[src/rtl/bmq_pkg.sv]
// Shared constants, types and helpers for the block mean quantizer.
// No dependencies; every other file refers to it by scoped names.
package bmq_pkg;

	// Frame and block limits
	localparam int MAX_WIDTH = 640;
	localparam int MAX_BLOCK = 64;
	localparam int ADDR_W    = $clog2(MAX_WIDTH);

	// Field widths
	localparam int PIX_W  = 8;
	localparam int CODE_W = 3;
	localparam int BS_W   = 7;
	localparam int FW_W   = 10;
	localparam int FH_W   = 9;
	localparam int OFS_W  = 6;
	localparam int SUM_W  = 20;
	localparam int BB_W   = 2 * BS_W - 1;
	localparam int Q_W    = 9;
	localparam int CFG_W  = 10;
	localparam int CFG_IDX_W = 2;

	// Register indexes
	localparam logic [CFG_IDX_W-1:0] REG_BLOCK_SIZE   = 2'd0;
	localparam logic [CFG_IDX_W-1:0] REG_FRAME_WIDTH  = 2'd1;
	localparam logic [CFG_IDX_W-1:0] REG_FRAME_HEIGHT = 2'd2;

	// Register reset values
	localparam logic [BS_W-1:0] BLOCK_SIZE_RST   = 7'd5;
	localparam logic [FW_W-1:0] FRAME_WIDTH_RST  = 10'd480;
	localparam logic [FH_W-1:0] FRAME_HEIGHT_RST = 9'd360;

	// Level thresholds, lowest first
	localparam int N_THR = 6;
	localparam logic [N_THR-1:0][PIX_W-1:0] LVL_THR =
		{8'd175, 8'd145, 8'd115, 8'd90, 8'd60, 8'd30};
	localparam logic [CODE_W-1:0] LVL_ZERO  = 3'd0;
	localparam logic [CODE_W-1:0] LVL_FIRST = 3'd1;

	// Controller to datapath commands
	typedef struct packed {
		logic clr_step;
		logic accept;
		logic div_row;
		logic eval;
		logic div_mean;
		logic load_out;
	} bmq_cmd_t;

	// Datapath to controller status
	typedef struct packed {
		logic clr_last;
		logic div_done;
		logic blk_done;
		logic out_free;
	} bmq_sts_t;

	// Eight-level code of a block mean
	function automatic logic [CODE_W-1:0] level_of(input logic [PIX_W-1:0] m);
		logic [CODE_W-1:0] code;
		code = LVL_FIRST;
		for (int i = 0; i < N_THR; i++) begin
			if (m >= LVL_THR[i]) code = code + 3'd1;
		end
		if (m == '0) code = LVL_ZERO;
		return code;
	endfunction

endpackage

[src/rtl/bmq_ctrl.sv]
// Controller: sequences the memory clear, the row divide, the accumulate
// step, the mean divide and the result hand-off. Depends on bmq_pkg.
module bmq_ctrl (
	input  logic              clk,
	input  logic              arst_n,
	input  logic              in_valid,
	output logic              in_ready,
	input  bmq_pkg::bmq_sts_t sts,
	output bmq_pkg::bmq_cmd_t cmd
);
	localparam logic [2:0] S_CLEAR = 3'd0;
	localparam logic [2:0] S_IDLE  = 3'd1;
	localparam logic [2:0] S_ROW   = 3'd2;
	localparam logic [2:0] S_ROWW  = 3'd3;
	localparam logic [2:0] S_EVAL  = 3'd4;
	localparam logic [2:0] S_MEAN  = 3'd5;
	localparam logic [2:0] S_MEANW = 3'd6;
	localparam logic [2:0] S_OUT   = 3'd7;

	logic [2:0] state_q;
	logic [2:0] state_nx;

	// next state and commands
	always_comb begin
		state_nx = state_q;
		cmd      = '0;
		in_ready = 1'b0;
		case (state_q)
			S_CLEAR: begin
				cmd.clr_step = 1'b1;
				if (sts.clr_last) state_nx = S_IDLE;
			end
			S_IDLE: begin
				in_ready = 1'b1;
				if (in_valid) begin
					cmd.accept = 1'b1;
					state_nx   = S_ROW;
				end
			end
			S_ROW: begin
				cmd.div_row = 1'b1;
				state_nx    = S_ROWW;
			end
			S_ROWW: begin
				if (sts.div_done) state_nx = S_EVAL;
			end
			S_EVAL: begin
				cmd.eval = 1'b1;
				state_nx = sts.blk_done ? S_MEAN : S_IDLE;
			end
			S_MEAN: begin
				cmd.div_mean = 1'b1;
				state_nx     = S_MEANW;
			end
			S_MEANW: begin
				if (sts.div_done) state_nx = S_OUT;
			end
			S_OUT: begin
				if (sts.out_free) begin
					cmd.load_out = 1'b1;
					state_nx     = S_IDLE;
				end
			end
			default: state_nx = S_IDLE;
		endcase
	end

	always_ff @(posedge clk or negedge arst_n) begin
		if (!arst_n) state_q <= S_CLEAR;
		else state_q <= state_nx;
	end
endmodule

[config.mk]
export PLATFORM = sky130hd
export DESIGN_NAME = bmq_ctrl
export DESIGN_NICKNAME = d
export VERILOG_FILES = /design/src/rtl/bmq_pkg.sv /design/src/rtl/bmq_ctrl.sv
export SDC_FILE = /design/constraint.sdc
export NUM_CORES = 1
export LEC_CHECK = 0
export ABC_AREA = 1
export CAP_MARGIN = 10
export CORE_AREA = 2 2 39 41
export CTS_BUF_LIST = sky130_fd_sc_hd__clkbuf_4
export CTS_CLUSTER_SIZE = 8
export DETAILED_ROUTE_END_ITERATION = 6
export DIE_AREA = 0 0 41 43
export DONT_BUFFER_PORTS = 1
export SKIP_LAST_GASP = 1
export SYNTH_ARGS = -nofsm -noshare
export SYNTH_HDL_FRONTEND = slang
export SYNTH_SLANG_ARGS = --single-unit
[constraint.sdc]
create_clock -name clk -period 1.4 [get_ports clk]
set_input_delay 0.14 -clock clk [delete_from_list [all_inputs] [get_ports clk]]
set_output_delay 0.14 -clock clk [all_outputs]
set_load 0.05 [all_outputs]
# Yosys cells after proc, flatten, opt, wreduce, memory -nomap -nowiden
# Index checks and enable logic that the tools add are counted.
# W data, S select, Z words.
# word_totals
reg_bits	3
input_bits	7
out_inout_bits	7
word_cells	31
# classes
n_eq_ne	12
muxes	16
n_reduce_logical	2
# op_table
op	count
$pmux W3 S8	1
$mux W3	6
$eq A3 B3 Y1 const B	4
$ne A2 B2 Y1 const B	5
$mux W1	9
$eq A3 B2 Y1 const B	2
$reduce_and A5 Y1	1
$eq A3 B1 Y1 const B	1
$logic_not A3 Y1	1

# Depth between registers and ports, before layout
# logic_depth
word_depth	3
depth_mapped	9

# Worst setup path before layout
# OpenSTA, ideal clock, no wires.
# synth_path
kind	register -> output
start	register state_q[2]
end	output port cmd[0] (netlist name)
arrival_ns	1.640
t_required_ns	1.260
slack_ns	-0.380
stages_incl_launch_ff	4
path_buffers	1
cell_sequence	dfrtp_1 > buf_6 > inv_2 > nor3_1
# synth_rtl
item	line_no	source
from (decl)	bmq_ctrl.sv:20	logic [2:0] state_q;
from (signal assigned)	bmq_ctrl.sv:70	else state_q <= state_nx;
to (decl)	bmq_ctrl.sv:9	output bmq_pkg::bmq_cmd_t cmd

==> results.cfg <==
[worst_setup_path]
crit_type = reg2out
r2r.worst_path.cells = 6
worst_ep_arrival_time_ns = 1.22
critPathMaxFanout = 4
rrSetupSlack_ns = 0.15
cp_data_required_time_ns = 1.26
r2r_start = state_q[2]
worstSetupStartpointType = register
cp-end-kind = output pin
r2r_end = state_q[2]

[timing]
finalCriticalPeriod_ns = 1.36
rsz0062_at_grt = yes
fin_hold_ws_ns = 0.143
tightest_slew_ns = 0.201
final.setup.worst_slack_ns = 0.0447
slew_headroom = 0.866
skew_ns = 0.00332
finalCritPeriodShare = 0.968
finalHoldViolations = 0
setup_viol = 0
clock.fmax_mhz = 738
slew_violations = 0

[floorplan]
rows = 14
core_region_area_um2 = 1380
initial_core_util = 0.232
die-area_um2 = 1760
dieHeight_um = 43
io_pins = 14
fp.dieW_um = 41

[global_route]
grt_pass1_vias = 301
gr-total-overflow = 0
grt_pass1_wl_um = 1160
antenna_found_initial = 0
grt.total_usage = 0.108
grt_start_max_net_pins = 13

[final_layout]
multi_input_area_um2 = 195
fill_cells = 166
largest_register_ffs = 3
regArea_um2 = 78.8
finish.instance_area_um2 = 468
nets = 74
layout-drive-gt1-share = 0.485
antenna_cells = 0
reg_top3 = state_q (3)
largest-register = state_q
final_core_util = 0.338
area_delta_synth_final_pct = 45.5

[placed_design]
dp_hpwl_um = 598
pre_cts_ws_ns = 0.194
portBuffers = 0
placed_cell_area_um2 = 379
gp_congestion = 0.888

[detailed_routing]
ant_nets = 0
wl_um = 818
wl_met3_um = 46
drt-met1-wl_um = 347
post_drt_via_cell_ratio = 4.50
drc = 0
drt_first_pass_iters = 4
drt_iter0_markers = 5
maxUsedRoutingLayer = met4
wl_met2_um = 398
routedWlPerCell_um = 9.98
vias = 369

[power]
p_comb_frac = 0.677
total_power_mw = 1.33
p_per_area_nw_per_um2 = 2850
clockPowerShare = 0.133
peakVddDrop_mv = 1.05
p_leak_nw = 0.252
power.internal_mw = 0.596
p_sw_mw = 0.737
power_frac_seq = 0.191
swShare = 0.553

[logic_synthesis]
synth_compound_area_frac = 0.0506
ys_ff_latch = 3
synth_top_cell_area_share = 0.233
syn-cell-area_um2 = 322
synth_xor_area_frac = 0
avgSynthCellArea_um2 = 6.18
synthMuxAreaShare = 0
synth_top_family_by_area = simple AND/OR/NAND/NOR gates
synth_area_leaders = dfrtp_1 (23%), nand2_1 (11%), inv_1 (9.3%), nand2_2 (7.8%), nand3_1 (7.8%)
syn_inst = 52
yosysSeqAreaShare = 0.233
synthAdderAreaFrac = 0
ys_warn_count = 0
syn-num-nets = 59
yosys.area_share.simple = 0.518
ys_types = 16
yosysTopAreaCell = dfrtp_1

[clocking]
path_clk_slew_ns = 0.04
cts_sinks = 3
root_buffer = clkbuf_4
cts_buffers = 3
clk_latency_ns = 0.24
tritoncts = done
clk_path_buf_depth = 2
h-tree-depth = 1

[min_path]
min_to = state_q[1]
hold_path.startpoint = sts[0]
holdCritPathClass = in2reg
min_path_cells = 3

[flow_run]
maxCapViolations = 0

[status]
status = completed
[per-stage QoR]
step | setup TNS [ns] | cells
3_5_place_dp | 0 | 73
5_1_grt | -0.0729 | 82
3_3_place_gp | 0 | 73
4_1_cts | 0 | 78
6_report | 0 | 82
2_1_floorplan | -0.839 | 52
[power groups by stage]
stage                     clock, mW  combinational [mW]  sequential (mW)
final                         0.177               0.902            0.254
after global routing          0.193               0.987            0.266
after CTS                     0.181               0.794            0.242
after detailed placement          0               0.783            0.236
after global placement            0               0.776            0.235
after floorplan                   0               0.728            0.166
[critical path, cell delays in order (launching register included)]
cell     delay [ns]
dfrtp_2        0.45
inv_4          0.09
nand2_2        0.07
nor3_1         0.14
buf_4          0.22
[final cells by class]
| class | count | share of cell area |
|---|---|---|
| well taps | 16 | 0.0428 |
| flip-flops and latches | 3 | 0.168 |
| repair buffers | 12 | 0.214 |
| clock buffers | 4 | 0.0642 |
| inverters | 11 | 0.0936 |
| multi-input cells | 36 | 0.417 |
[per-layer routing]
| layer | GRT usage | vias to the layer above |
|---|---|---|
| li1 | - | 187 |
| met1 | 0.129 | 165 |
| met2 | 0.134 | 14 |
| met3 | 0.0314 | 3 |
| met4 | 0.120 | 0 |
| met5 | 0 | - |
[how the worst max path moves through the flow]
stage,from,endpoint,cells past startpoint
2_1_floorplan,state_q[2],cmd[3],2
3_3_place_gp,state_q[2],cmd[0],3
3_5_place_dp,state_q[2],cmd[0],3
4_1_cts,state_q[0],cmd[5],4
5_1_grt,state_q[0],cmd[5],4
6_report,state_q[1],cmd[4],4
[cell families after synthesis]
family,Yosys count
buffers and inverters,13
and+or+nand+nor,33
DFF,3
AOI/OAI and AO/OA,3
[cells in the mapped netlist]
cell / number
a21oi_1: 1
a31oi_1: 1
buf_6: 2
dfrtp_1: 3
inv_1: 8
inv_2: 3
nand2_1: 9
nand2_2: 4
nand3_1: 5
nand3_2: 2
nand4_1: 1
nor2_1: 6
nor2_2: 2
nor3_1: 3
o21ai_0: 1
or2_1: 1
[cells in the final DEF, fill, tap and decap left out, types with 2 or more instances in the layout]
cell type  netlist  layout
nand2_1          9       9
nor3_1           3       2
buf_4            0       9
nor2_2           2       2
dfrtp_2          0       3
buf_6            2       2
nand3_2          2       2
nor2_1           6       5
nand2_2          4       4
clkbuf_4         0       4
inv_2            3       3
inv_1            8       7
nand3_1          5       5
[what timing repair did]
item | in CTS | in global routing
setup buffers | 0 | 4
hold endpoints to repair | 3 | 0
gates resized for setup | 3 | 5
endpoints found under the setup margin | 3 | 5
hold buffers | 1 | 0
Note: power is estimated with default switching activity, not from simulation.
